**src/hw/rtl/synthetic_seismogram_convolver_assert.svh**
```systemverilog
// Assertion macros used by the synthetic seismogram convolver top level.
// Needs nothing else; files that check their own logic include it.
`ifndef SYNTHETIC_SEISMOGRAM_CONVOLVER_ASSERT_SVH
`define SYNTHETIC_SEISMOGRAM_CONVOLVER_ASSERT_SVH

// Same-cycle implication, checked outside reset
`define SSC_ASSERT_SAME(label, clk, rst, pre, post) \
   label: assert property (@(posedge clk) disable iff (rst) (pre) |-> (post)) \
      else $error("same-cycle check failed");

// Next-cycle implication, checked outside reset
`define SSC_ASSERT_NEXT(label, clk, rst, pre, post) \
   label: assert property (@(posedge clk) disable iff (rst) (pre) |=> (post)) \
      else $error("next-cycle check failed");

`endif

```
**src/hw/rtl/ssc_pkg.sv**
```systemverilog
// Shared types and constants of the synthetic seismogram convolver.
// No dependencies; used by ssc_ctrl, ssc_datapath and the top level.
package ssc_pkg;

   // Field widths of the request and response words
   localparam int IDX_IN_W   = 5;
   localparam int TAP_W      = 16;
   localparam int VEL_W      = 14;
   localparam int DEN_W      = 12;
   localparam int IMP_W      = 26;
   localparam int SYNTH_W    = 24;
   localparam int REQ_DATA_W = 48;
   localparam int RSP_DATA_W = 24;

   // Bit positions inside req_tdata
   localparam int TIDX_LSB = 0;
   localparam int TVAL_LSB = 5;
   localparam int VEL_LSB  = 21;
   localparam int DEN_LSB  = 35;

   // Reflection quotient: 16 restoring steps
   localparam int DIV_STEPS = 16;
   localparam int DIV_CNT_W = 4;

   // Kind of request word (req_tuser)
   typedef enum logic {
      CMD_LOAD   = 1'b0,
      CMD_SAMPLE = 1'b1
   } req_kind_type;

   // Controller to datapath
   typedef struct packed {
      logic load_tap;
      logic take_sample;
      logic setup;
      logic div_step;
      logic shift_refl;
      logic shift_zero;
      logic mac_clear;
      logic mac_run;
      logic push;
      logic push_final;
      logic clear_trace;
   } dp_cmd_type;

   // Datapath to controller
   typedef struct packed {
      logic req_sample;
      logic have_prev;
      logic last;
      logic mac_last;
      logic out_free;
   } dp_status_type;

endpackage

```
**src/hw/rtl/synthetic_seismogram_convolver.sv**
```systemverilog
// A log sample with a predecessor goes through setup, the 16-step divider, a
// line shift, the single MAC, a drain and a push; a first sample skips the
// divider and shift. Each tail flush word of a last sample takes a zero shift,
// a MAC pass and a push. One log sample is worked on at a time, and a push
// waits while the response register holds a word not yet taken; a tap load is
// taken in idle. Synchronous reset clears taps, delay line and previous impedance.
`include "synthetic_seismogram_convolver_assert.svh"

module synthetic_seismogram_convolver import ssc_pkg::*; #(
   parameter int TAPS = 25
) (
   input  logic                  clock,
   input  logic                  reset,
   input  logic                  req_tvalid,
   output logic                  req_tready,
   // tap_index[4:0], tap_value[20:5], velocity[34:21], density_milli[46:35]
   input  logic [REQ_DATA_W-1:0] req_tdata,
   // command
   input  logic                  req_tuser,
   input  logic                  req_tlast,
   output logic                  rsp_tvalid,
   input  logic                  rsp_tready,
   // synth_value[23:0]
   output logic [RSP_DATA_W-1:0] rsp_tdata,
   output logic                  rsp_tlast
);

   dp_cmd_type    dp_cmd;
   dp_status_type dp_status;

   ssc_ctrl #(
      .TAPS (TAPS)
   ) u_ctrl (
      .clock      (clock),
      .reset      (reset),
      .req_tvalid (req_tvalid),
      .req_tready (req_tready),
      .status     (dp_status),
      .cmd        (dp_cmd)
   );

   ssc_datapath #(
      .TAPS (TAPS)
   ) u_datapath (
      .clock      (clock),
      .reset      (reset),
      .req_tdata  (req_tdata),
      .req_tuser  (req_tuser),
      .req_tlast  (req_tlast),
      .rsp_tvalid (rsp_tvalid),
      .rsp_tready (rsp_tready),
      .rsp_tdata  (rsp_tdata),
      .rsp_tlast  (rsp_tlast),
      .cmd        (dp_cmd),
      .status     (dp_status)
   );

   // Response register is never overwritten while a word still waits
   `SSC_ASSERT_SAME(a_push_free, clock, reset, dp_cmd.push, dp_status.out_free)

   // Final word only for a sample marked last
   `SSC_ASSERT_SAME(a_final_last, clock, reset, dp_cmd.push_final, dp_status.last)

   // Accepted log sample blocks the request side while it is worked on
   `SSC_ASSERT_NEXT(a_busy_after_sample, clock, reset, req_tvalid && req_tready && req_tuser == CMD_SAMPLE, !req_tready)

endmodule

```
**src/hw/rtl/ssc_datapath.sv**
```systemverilog
// Datapath: tap store, impedance product, restoring divider, reflectivity
// line, multiply-accumulate and response register. Depends on ssc_pkg.
module ssc_datapath import ssc_pkg::*; #(
   parameter int TAPS = 25
) (
   input  logic                  clock,
   input  logic                  reset,
   input  logic [REQ_DATA_W-1:0] req_tdata,
   input  logic                  req_tuser,
   input  logic                  req_tlast,
   output logic                  rsp_tvalid,
   input  logic                  rsp_tready,
   output logic [RSP_DATA_W-1:0] rsp_tdata,
   output logic                  rsp_tlast,
   input  dp_cmd_type            cmd,
   output dp_status_type         status
);

   localparam int IDX_W = (TAPS > 1) ? $clog2(TAPS) : 1;
   localparam int ACC_W = 2 * TAP_W + $clog2(TAPS) + 1;
   localparam int SHR_W = ACC_W - 15;
   localparam int EXT_W = 48;

   // Request fields
   logic        [IDX_IN_W-1:0] tap_index;
   logic signed [TAP_W-1:0]    tap_value;
   logic        [VEL_W-1:0]    velocity;
   logic        [DEN_W-1:0]    density_milli;

   assign tap_index     = req_tdata[TIDX_LSB +: IDX_IN_W];
   assign tap_value     = req_tdata[TVAL_LSB +: TAP_W];
   assign velocity      = req_tdata[VEL_LSB +: VEL_W];
   assign density_milli = req_tdata[DEN_LSB +: DEN_W];

   // State
   logic signed [TAP_W-1:0] taps_ff [TAPS];
   logic signed [TAP_W-1:0] line_ff [TAPS];
   logic [IMP_W-1:0]        z_ff;
   logic [IMP_W-1:0]        prev_ff;
   logic                    have_ff;
   logic                    last_ff;

   // Divider
   logic [IMP_W:0]     sum_ff;
   logic [IMP_W+1:0]   rem_ff;
   logic [15:0]        nlow_ff;
   logic [15:0]        q_ff;
   logic               neg_ff;
   logic               zero_ff;

   // MAC
   logic [IDX_W-1:0]         idx_ff;
   logic signed [2*TAP_W-1:0] prod_ff;
   logic                     prod_vld_ff;
   logic signed [ACC_W-1:0]  acc_ff;

   // Response register
   logic                rsp_valid_ff;
   logic [SYNTH_W-1:0]  synth_ff;
   logic                rsp_last_ff;

   // Tap write is dropped when the index is past the end
   logic tap_in_range;
   assign tap_in_range = (6'(tap_index) < 6'(TAPS));

   always_ff @(posedge clock) begin
      if (reset) begin
         for (int k = 0; k < TAPS; k++) taps_ff[k] <= '0;
      end else if (cmd.load_tap && tap_in_range) begin
         taps_ff[tap_index[IDX_W-1:0]] <= tap_value;
      end
   end

   // Impedance of the new sample and the last flag
   always_ff @(posedge clock) begin
      if (cmd.take_sample) begin
         z_ff    <= IMP_W'(velocity) * IMP_W'(density_milli);
         last_ff <= req_tlast;
      end
   end

   // Divider setup: sum, magnitude and the top of the scaled numerator
   logic [IMP_W:0]   sum_c;
   logic             neg_c;
   logic [IMP_W-1:0] mag_c;
   logic [41:0]      num_c;

   always_comb begin
      sum_c = {1'b0, z_ff} + {1'b0, prev_ff};
      neg_c = (z_ff < prev_ff);
      mag_c = neg_c ? (prev_ff - z_ff) : (z_ff - prev_ff);
      num_c = 42'({mag_c, 15'b0}) + 42'(sum_c[IMP_W:1]);
   end

   // One restoring step: bring in the next numerator bit
   logic [IMP_W+1:0] trial_c;
   logic             ge_c;
   assign trial_c = {rem_ff[IMP_W:0], nlow_ff[15]};
   assign ge_c    = (trial_c >= {1'b0, sum_ff});

   always_ff @(posedge clock) begin
      if (cmd.setup) begin
         sum_ff  <= sum_c;
         neg_ff  <= neg_c;
         zero_ff <= (sum_c == '0);
         rem_ff  <= (IMP_W+2)'(num_c[41:16]);
         nlow_ff <= num_c[15:0];
         q_ff    <= '0;
      end else if (cmd.div_step) begin
         rem_ff  <= ge_c ? (trial_c - {1'b0, sum_ff}) : trial_c;
         nlow_ff <= {nlow_ff[14:0], 1'b0};
         q_ff    <= {q_ff[14:0], ge_c};
      end
   end

   // Previous impedance; cleared at trace end
   always_ff @(posedge clock) begin
      if (reset || cmd.clear_trace) begin
         prev_ff <= '0;
         have_ff <= 1'b0;
      end else if (cmd.setup) begin
         prev_ff <= z_ff;
         have_ff <= 1'b1;
      end
   end

   // Saturated Q1.15 reflection coefficient
   logic signed [TAP_W-1:0] refl_c;
   always_comb begin
      if (zero_ff) begin
         refl_c = '0;
      end else if (neg_ff) begin
         refl_c = q_ff[15] ? 16'sh8000 : -$signed(q_ff);
      end else begin
         refl_c = q_ff[15] ? 16'sh7fff : $signed(q_ff);
      end
   end

   // Reflectivity delay line
   always_ff @(posedge clock) begin
      if (reset || cmd.clear_trace) begin
         for (int k = 0; k < TAPS; k++) line_ff[k] <= '0;
      end else if (cmd.shift_refl || cmd.shift_zero) begin
         line_ff[0] <= cmd.shift_refl ? refl_c : '0;
         for (int k = 1; k < TAPS; k++) line_ff[k] <= line_ff[k-1];
      end
   end

   // MAC: registered product, then accumulate
   always_ff @(posedge clock) begin
      if (reset) begin
         prod_vld_ff <= 1'b0;
      end else begin
         prod_vld_ff <= cmd.mac_run;
      end
   end

   always_ff @(posedge clock) begin
      if (cmd.mac_clear) begin
         idx_ff <= '0;
         acc_ff <= '0;
      end else begin
         if (cmd.mac_run) begin
            prod_ff <= taps_ff[idx_ff] * line_ff[idx_ff];
            idx_ff  <= idx_ff + 1'b1;
         end
         if (prod_vld_ff) begin
            acc_ff <= acc_ff + ACC_W'(prod_ff);
         end
      end
   end

   // Round to 15 fractional bits and saturate to 24 bits
   logic signed [ACC_W-1:0] rnd_c;
   logic signed [SHR_W-1:0] shr_c;
   logic signed [EXT_W-1:0] ext_c;
   logic [SYNTH_W-1:0]      sat_c;

   always_comb begin
      rnd_c = acc_ff + ACC_W'(16384);
      shr_c = rnd_c[ACC_W-1:15];
      ext_c = EXT_W'(shr_c);
      if (ext_c > EXT_W'(8388607)) begin
         sat_c = 24'h7fffff;
      end else if (ext_c < -EXT_W'(8388608)) begin
         sat_c = 24'h800000;
      end else begin
         sat_c = ext_c[SYNTH_W-1:0];
      end
   end

   // Response register; next word may load as the current one leaves
   always_ff @(posedge clock) begin
      if (reset) begin
         rsp_valid_ff <= 1'b0;
      end else if (cmd.push) begin
         rsp_valid_ff <= 1'b1;
      end else if (rsp_tready) begin
         rsp_valid_ff <= 1'b0;
      end
   end

   always_ff @(posedge clock) begin
      if (cmd.push) begin
         synth_ff    <= sat_c;
         rsp_last_ff <= cmd.push_final;
      end
   end

   assign rsp_tvalid = rsp_valid_ff;
   assign rsp_tdata  = synth_ff;
   assign rsp_tlast  = rsp_last_ff;

   always_comb begin
      status.req_sample = (req_tuser == CMD_SAMPLE);
      status.have_prev  = have_ff;
      status.last       = last_ff;
      status.mac_last   = (idx_ff == IDX_W'(TAPS - 1));
      status.out_free   = !rsp_valid_ff || rsp_tready;
   end

endmodule

```
**src/hw/rtl/ssc_ctrl.sv**
```systemverilog
// Controller: sequences divide, shift, MAC, response and tail flush.
// Depends on ssc_pkg; drives ssc_datapath through dp_cmd_type.
module ssc_ctrl import ssc_pkg::*; #(
   parameter int TAPS = 25
) (
   input  logic          clock,
   input  logic          reset,
   input  logic          req_tvalid,
   output logic          req_tready,
   input  dp_status_type status,
   output dp_cmd_type    cmd
);

   localparam int CNT_W = $clog2(TAPS + 1);

   typedef enum logic [2:0] {
      ST_IDLE,
      ST_SETUP,
      ST_DIV,
      ST_SHIFT,
      ST_MAC,
      ST_DRAIN,
      ST_PUSH,
      ST_FLUSH
   } state_type;

   state_type            state_ff, state_in;
   logic [DIV_CNT_W-1:0] div_ff, div_in;
   logic [CNT_W-1:0]     flush_ff, flush_in;

   assign req_tready = (state_ff == ST_IDLE);

   // Next state and commands
   always_comb begin
      cmd      = '0;
      state_in = state_ff;
      div_in   = div_ff;
      flush_in = flush_ff;
      unique case (state_ff)
         ST_IDLE: begin
            if (req_tvalid) begin
               if (status.req_sample) begin
                  cmd.take_sample = 1'b1;
                  state_in        = ST_SETUP;
               end else begin
                  cmd.load_tap = 1'b1;
               end
            end
         end
         ST_SETUP: begin
            cmd.setup     = 1'b1;
            cmd.mac_clear = 1'b1;
            flush_in      = status.last ? CNT_W'(TAPS - 1) : '0;
            if (status.have_prev) begin
               div_in   = DIV_CNT_W'(DIV_STEPS - 1);
               state_in = ST_DIV;
            end else begin
               // first sample of a trace: line is all zero, MAC gives zero
               state_in = ST_MAC;
            end
         end
         ST_DIV: begin
            cmd.div_step = 1'b1;
            if (div_ff == '0) begin
               state_in = ST_SHIFT;
            end else begin
               div_in = div_ff - 1'b1;
            end
         end
         ST_SHIFT: begin
            cmd.shift_refl = 1'b1;
            cmd.mac_clear  = 1'b1;
            state_in       = ST_MAC;
         end
         ST_MAC: begin
            cmd.mac_run = 1'b1;
            if (status.mac_last) begin
               state_in = ST_DRAIN;
            end
         end
         ST_DRAIN: begin
            state_in = ST_PUSH;
         end
         ST_PUSH: begin
            if (status.out_free) begin
               cmd.push       = 1'b1;
               cmd.push_final = status.last && (flush_ff == '0);
               if (flush_ff != '0) begin
                  flush_in = flush_ff - 1'b1;
                  state_in = ST_FLUSH;
               end else begin
                  cmd.clear_trace = status.last;
                  state_in        = ST_IDLE;
               end
            end
         end
         ST_FLUSH: begin
            cmd.shift_zero = 1'b1;
            cmd.mac_clear  = 1'b1;
            state_in       = ST_MAC;
         end
         default: begin
            state_in = ST_IDLE;
         end
      endcase
   end

   always_ff @(posedge clock) begin
      if (reset) begin
         state_ff <= ST_IDLE;
         div_ff   <= '0;
         flush_ff <= '0;
      end else begin
         state_ff <= state_in;
         div_ff   <= div_in;
         flush_ff <= flush_in;
      end
   end

endmodule

```
**config.mk**
```make
export PLATFORM = sky130hd
export DESIGN_NAME = synthetic_seismogram_convolver
export DESIGN_NICKNAME = d
export VERILOG_FILES = /design/src/hw/rtl/ssc_pkg.sv /design/src/hw/rtl/synthetic_seismogram_convolver.sv /design/src/hw/rtl/ssc_datapath.sv /design/src/hw/rtl/ssc_ctrl.sv
export VERILOG_INCLUDE_DIRS = /design/src /design/src/hw/rtl
export SDC_FILE = /design/constraint.sdc
export NUM_CORES = 2
export LEC_CHECK = 0
export BUFFER_PORTS_ARGS = -buffer_cell sky130_fd_sc_hd__buf_4
export CAP_MARGIN = 30
export CORE_MARGIN = 4
export CORE_UTILIZATION = 25
export DETAILED_ROUTE_END_ITERATION = 10
export GPL_TIMING_DRIVEN = 0
export PLACE_DENSITY = 0.37
export SLEW_MARGIN = 10
export SYNTH_ARGS = -nofsm -noshare
export SYNTH_HDL_FRONTEND = slang
export SYNTH_SLANG_ARGS = --single-unit
```
**constraint.sdc**
```tcl
create_clock -name clock -period 11.2 [get_ports clock]
set_input_delay 1.12 -clock clock [delete_from_list [all_inputs] [get_ports clock]]
set_output_delay 1.12 -clock clock [all_outputs]
set_load 0.05 [all_outputs]
```
**After elaboration in Yosys (flattened, before gate mapping)**

Memory sizes are Yosys's and may differ from the RTL's. A register that Yosys moved wholly into a read port is not among the register bits.
Cells that the tools add are included.

- Flip-flop bits (word level): 256
- Output and inout port bits: 27
- Memories: 2
- Bits in writable memories: 800
- Word-level logic and storage cells: 190
- Bits of input ports: 54
- Bits in latches: 0
- Bits in read-only memories: 0

- Bitwise operators: 26
- Shift operators: 0
- Eq/ne operators: 16
- Divide/modulo/power cells: 0
- Add/sub/neg operators: 11
- Multiplexer cells: 84
- Reduce and logical (&&, ||, !) cells: 23
- $mul: 2
- $lt $le $gt $ge: 5

Memory list:

| memory | depth | width | read ports | clocked after memory_dff | write ports | line | text |
|---|---|---|---|---|---|---|---|
| u_datapath.line_ff | 25 | 16 | 25 | 1 | 25 | ssc_datapath.sv:37 | `logic signed [TAP_W-1:0] line_ff [TAPS];` |
| u_datapath.taps_ff | 25 | 16 | 1 | 1 | 25 | ssc_datapath.sv:36 | `logic signed [TAP_W-1:0] taps_ff [TAPS];` |

Operator list:

| kind | count |
|---|---|
| 2-to-1 mux 16 bit | 32 |
| 2-to-1 mux 26 bit | 3 |
| subtractor 26 bit | 2 |
| adder 41 x 26 -> 42 bit | 1 |
| 2-to-1 mux 5 bit | 8 |
| adder 38 x 16 -> 38 bit (second input constant) | 1 |
| adder 38 x 32 -> 38 bit | 1 |
| multiplier 16 x 16 -> 32 bit | 1 |
| >= comparator 28 x 27 -> 1 bit | 1 |
| adder 26 x 26 -> 27 bit | 1 |
| logical NOT 27 bit | 1 |
| 2-to-1 mux 27 bit | 1 |
| 2-to-1 mux 3 bit | 9 |
| subtractor 27 bit | 1 |
| < comparator 26 bit | 1 |
| multiplier 14 x 12 -> 26 bit | 1 |
| bitwise OR 1 bit | 25 |
| greater-than comparator 23 x 24 -> 1 bit (second input constant) | 1 |
| < comparator 23 x 24 -> 1 bit (second input constant) | 1 |
| 2-to-1 mux 24 bit | 1 |
| 2-to-1 mux 1 bit | 22 |
| case mux 3 bit (7 select lines) | 1 |
| negator 16 bit | 1 |
| OR reduction 16 bit | 1 |
| other kinds (29) | 49 |

**Longest topological paths before layout**

- Depth in word-level cells: 9
- Depth in mapped cells: 34
- Depth with buffers taken out: 30

**Hierarchy**

From an unflattened synthesis, not the netlist that was laid out.

- Cell total of the unflattened synthesis: 5,994
- Area, all modules: 72,990.0 um^2

Modules (own cells, without submodules):

| module | cells each | sequential area each (um^2) | times used | area an instance (um^2) |
|---|---|---|---|---|
| ssc_datapath | 5,895 | 33,922.5 | 1 | 72,156.7 |
| ssc_ctrl | 99 | 240.2 | 1 | 833.3 |

**Least setup slack after synthesis**

Ideal clock, no wire load.

- Path type: in2reg
- From: in rsp_tready
- To: mem u_datapath.line_ff[0][0] (enable)
- Data required time: 8,293 ps
- Setup slack: -673 ps
- Arrival time: 8,966 ps
- Path buffers: 1
- Setup time: 2,907 ps
- Stages: 6
- Cells stage by stage: nand2b_1 > and3_1 > and3_1 > nor2_1 > clkbuf_1 > nand2_1

RTL lines:

| element | line | text |
|---|---|---|
| start: declaration | synthetic_seismogram_convolver.sv:22 | `input logic rsp_tready,` |
| end: declaration | ssc_datapath.sv:37 |  |

==> summary.md <==
| Metric | Value |
|---|---|
| Slowest cell on the critical path | `sky130_fd_sc_hd__clkbuf_1` |
| Ratio of routed vias to standard cells | `4.462` |
| Mean routed wirelength per cell | `22.07 µm` |
| Fmax | `0.09396 GHz` |
| Vias after detailed routing | `45560` |
| Maximum fanout along the worst path | `10` |
| Count of distinct cell types in the synthesized netlist | `88` |
| Effective utilization at floorplan | `25.13%` |
| Biggest area contributors in the synthesized netlist | `sky130_fd_sc_hd__edfxtp_1, sky130_fd_sc_hd__fa_1, sky130_fd_sc_hd__mux4_2` |
| Yosys top cell area share | `44.21%` |
| Detailed placement HPWL | `170900 µm` |
| FP Rows | `197` |
| Leading area contributor after synthesis | `sky130_fd_sc_hd__edfxtp_1` |
| Result of the run | `finished clean` |
| Data arrival, critical path | `11.18 ns` |
| Async set or reset register ratio after synthesis | `0%` |
| Setup repair after global routing missed its margin | `yes` |
| Share of synthesized area occupied by flip-flops and latches | `47.14%` |
| Number of antenna violations at the first check in global routing | `7` |
| Final clock period utilization by the worst path | `95.02%` |
| Least setup slack across all paths after layout | `0.5577 ns` |
| Number of clock sinks | `1173` |
| Total of max-cap violations | `0` |
| Die Area | `298600 µm²` |
| Number of register bits inferred by synthesis | `1173` |
| Leftover overflow at the end of global routing | `0` |
| Max stage delay on crit path | `0.66 ns` |
| Minimum period implied by the final worst setup slack | `10.64 ns` |
| Pre-CTS worst setup slack | `-0.9086 ns` |
| Most frequent cell on the critical path | `sky130_fd_sc_hd__fa_1` |
| Kind of end point of the critical path | `flip-flop` |
| Total routing usage reported by global routing | `14.94%` |
| Number of top-level pins | `81` |
| Highest-count cells in the layout ignoring fill and taps | `sky130_fd_sc_hd__edfxtp_1, sky130_fd_sc_hd__and2_1, sky130_fd_sc_hd__inv_1` |
| Largest net degree at the start of global routing | `104` |
| Worst path top cell family by delay | `adder cells` |
| Most frequent standard cell in the layout excluding fill and tap cells | `sky130_fd_sc_hd__edfxtp_1` |
| Mapped Area | `72470 µm²` |
| Count of buffering cells on the critical path with inverters included | `9` |
| Final #Nets | `7061` |
| WL final | `225400 µm` |
| Core footprint | `288400 µm²` |
| Die outline height | `546.4 µm` |
| Mean instance size in the synthesized netlist | `12.23 µm²` |
| Root Buffer Master | `sky130_fd_sc_hd__clkbuf_16` |
| Post-synthesis cell count | `5927` |
| Synth Area in XOR/XNOR | `2.538%` |
| Final count of negative-setup-slack endpoints | `0` |
| Number of flops mapped to enable cells by yosys | `1067` |
| Number of buffers added on ports | `79` |
| Classification of the worst setup path | `reg -> reg` |
| Synthesis Warnings | `0` |
| Post-detailed-route DRC marker count | `0` |
| Final Max Slew Viols | `0` |
| Startpoint types | `flip-flop` |
| Floorplan die width | `546.4 µm` |
| Ratio of cells with drive above 1 in the final layout | `11.76%` |
| CTS Buffer Depth | `4` |
| Area overhead of the layout relative to synthesis | `15.56%` |
| Multiplexer share of the synthesized area | `9.982%` |
| Final Hold Vio Count | `0` |
| Worst-case clock skew | `0.1103 ns` |
| CTS H-Tree Depth | `4` |
| Post-route ant nets | `0` |
| Adder and majority cell fraction of the synthesized area | `15.97%` |
| Area fraction in and, or, nand and nor cells after synthesis | `14.22%` |
| Number of buffers inserted by post-CTS setup repair | `0` |
| First-pass iteration count of the detailed router | `6` |
| Wire length of the first global-routing pass | `333600 µm` |
| Slew at the pin closest to its max-slew limit | `0.9731 ns` |
| Clock-pin slew on the worst setup and hold paths | `0.06 ns` |
| CTS tree | `done` |
| Cts bufs inserted | `155` |
| Top flip-flop cell by instance count after synthesis | `sky130_fd_sc_hd__edfxtp_1` |
| Global placement routability congestion | `0.8261` |
| Type of the worst min-delay path | `reg -> reg` |
| Combinational family with the most area after synthesis | `adder cells` |
| Clock latency on the worst-skew pair | `0.85 ns` |
| Via count of the first global-routing pass | `48100` |
| Compound-Gate Fraction of Synth Area | `5.530%` |
| Initial DRC Count | `3152` |
| Max_slew headroom | `34.63%` |
| Critical Path RT | `11.74 ns` |
[kinds of logic after synthesis]
| kind of cell | after synthesis |
|---|---|
| other | 1 |
| and+or+nand+nor | 1953 |
| AOI/OAI and AO/OA | 622 |
| adders and majority gates | 692 |
| buffers and inverters | 884 |
| DFF | 1173 |
| xor gates and xnor gates | 210 |
| muxes | 392 |
[path summary, 6_finish.rpt]
| kind | cells after the start | from | slack (ns) | endpoint |
|---|---|---|---|---|
| setup / recovery | 31 | flip-flop | 0.56 | u_datapath.prod_ff[31] |
| setup reg to reg | 31 | flip-flop | 0.56 | u_datapath.prod_ff[31] |
| hold / removal | 2 | u_datapath.prev_ff[25] | 0.49 | u_datapath.prev_ff[25] |
| hold reg to reg | 2 | u_datapath.prev_ff[25] | 0.49 | u_datapath.prev_ff[25] |
[repair_timing]
action	CTS	global route
resized for setup	17	3
hold buffers	0	0
setup endpoints to repair	9	3
[final cells by class]
type                       instances  area, µm²
clock buffer                     197       4131
timing repair buffer             126       1275
inverter                         585       2201
multi-input combinational       3981      35520
antenna                            5      12.51
buffer                           293       1205
fill                           29710     204600
clock inverter                    71      514.2
sequential                      1173      34160
tap                             3781       4731
[synth_stat cells, types with 14 or more instances]
master	count
sky130_fd_sc_hd__edfxtp_1	1067
sky130_fd_sc_hd__and2_1	852
sky130_fd_sc_hd__nor3_1	44
sky130_fd_sc_hd__dfxtp_1	106
sky130_fd_sc_hd__a211oi_1	43
sky130_fd_sc_hd__buf_1	40
sky130_fd_sc_hd__mux4_2	262
sky130_fd_sc_hd__xnor2_1	157
sky130_fd_sc_hd__a21oi_1	194
sky130_fd_sc_hd__clkbuf_1	252
sky130_fd_sc_hd__a21o_1	63
sky130_fd_sc_hd__o21a_1	26
sky130_fd_sc_hd__a22o_1	14
sky130_fd_sc_hd__mux2i_1	104
sky130_fd_sc_hd__nand4_1	20
sky130_fd_sc_hd__nand2_1	388
sky130_fd_sc_hd__o21bai_1	27
sky130_fd_sc_hd__a31oi_1	20
sky130_fd_sc_hd__ha_1	304
sky130_fd_sc_hd__xor2_1	53
sky130_fd_sc_hd__nor2b_1	38
sky130_fd_sc_hd__o211ai_1	16
sky130_fd_sc_hd__nor2_1	379
sky130_fd_sc_hd__and3_1	27
sky130_fd_sc_hd__nand2b_1	61
sky130_fd_sc_hd__inv_1	584
sky130_fd_sc_hd__o31ai_1	14
sky130_fd_sc_hd__mux2_2	26
sky130_fd_sc_hd__or2_2	37
sky130_fd_sc_hd__o21ai_0	120
sky130_fd_sc_hd__nand3_1	45
sky130_fd_sc_hd__fa_1	388
[tightest hold or removal path, delay by kind of cell, from the launching register on]
kind               cells  cell delay, ns
AOI/OAI and AO/OA      1            0.05
DFF                    1            0.32
and+or+nand+nor        1            0.06
[state kept, by name (all words and copies together) (netlist names), named ones only]
register and count:
u_ctrl.div_ff 4, u_ctrl.flush_ff 5, u_ctrl.state_ff 3, u_datapath.acc_ff 38, u_datapath.have_ff 1, u_datapath.idx_ff 5, u_datapath.last_ff 1, u_datapath.line_ff 400
u_datapath.neg_ff 1, u_datapath.nlow_ff 16, u_datapath.prev_ff 26, u_datapath.prod_ff 32, u_datapath.prod_vld_ff 1, u_datapath.q_ff 16, u_datapath.rem_ff 27, u_datapath.rsp_tdata 24
u_datapath.rsp_tlast 1, u_datapath.rsp_tvalid 1, u_datapath.sum_ff 27, u_datapath.taps_ff 512, u_datapath.z_ff 26, u_datapath.zero_ff 1
[per-stage QoR]
| stage | cell area, µm² | hold WS (ns) | std cells | setup TNS (ns) | util [%] |
|---|---|---|---|---|---|
| final | 83750 | 0.4870 | 10210 | 0 | 29.04 |
| after global routing | 83740 | 0.5152 | 10210 | -0.05868 | 29.04 |
| after CTS | 83710 | 0.4884 | 10210 | 0 | 29.03 |
| after detailed placement | 79040 | 0.4807 | 9942 | -3.524 | 27.41 |
| after global placement | 78220 | 0.4709 | 9898 | -580.71 | 27.12 |
| after floorplan | 72890 | 0.4497 | 6038 | 0 | - |
[metal layers]
metal | GRT usage (%) | vias to the layer above | part of all wire [%]
li1 | - | 21200 | -
met1 | 20.80 | 23370 | 47
met2 | 25.09 | 755 | 48
met3 | 1.718 | 237 | 3.2
met4 | 2.960 | 2 | 2.0
met5 | 0 | - | 0.0080
Power is left out: the tool's default activity adds up to more than one toggle a clock period on the data nets, which glitch-free logic cannot reach.
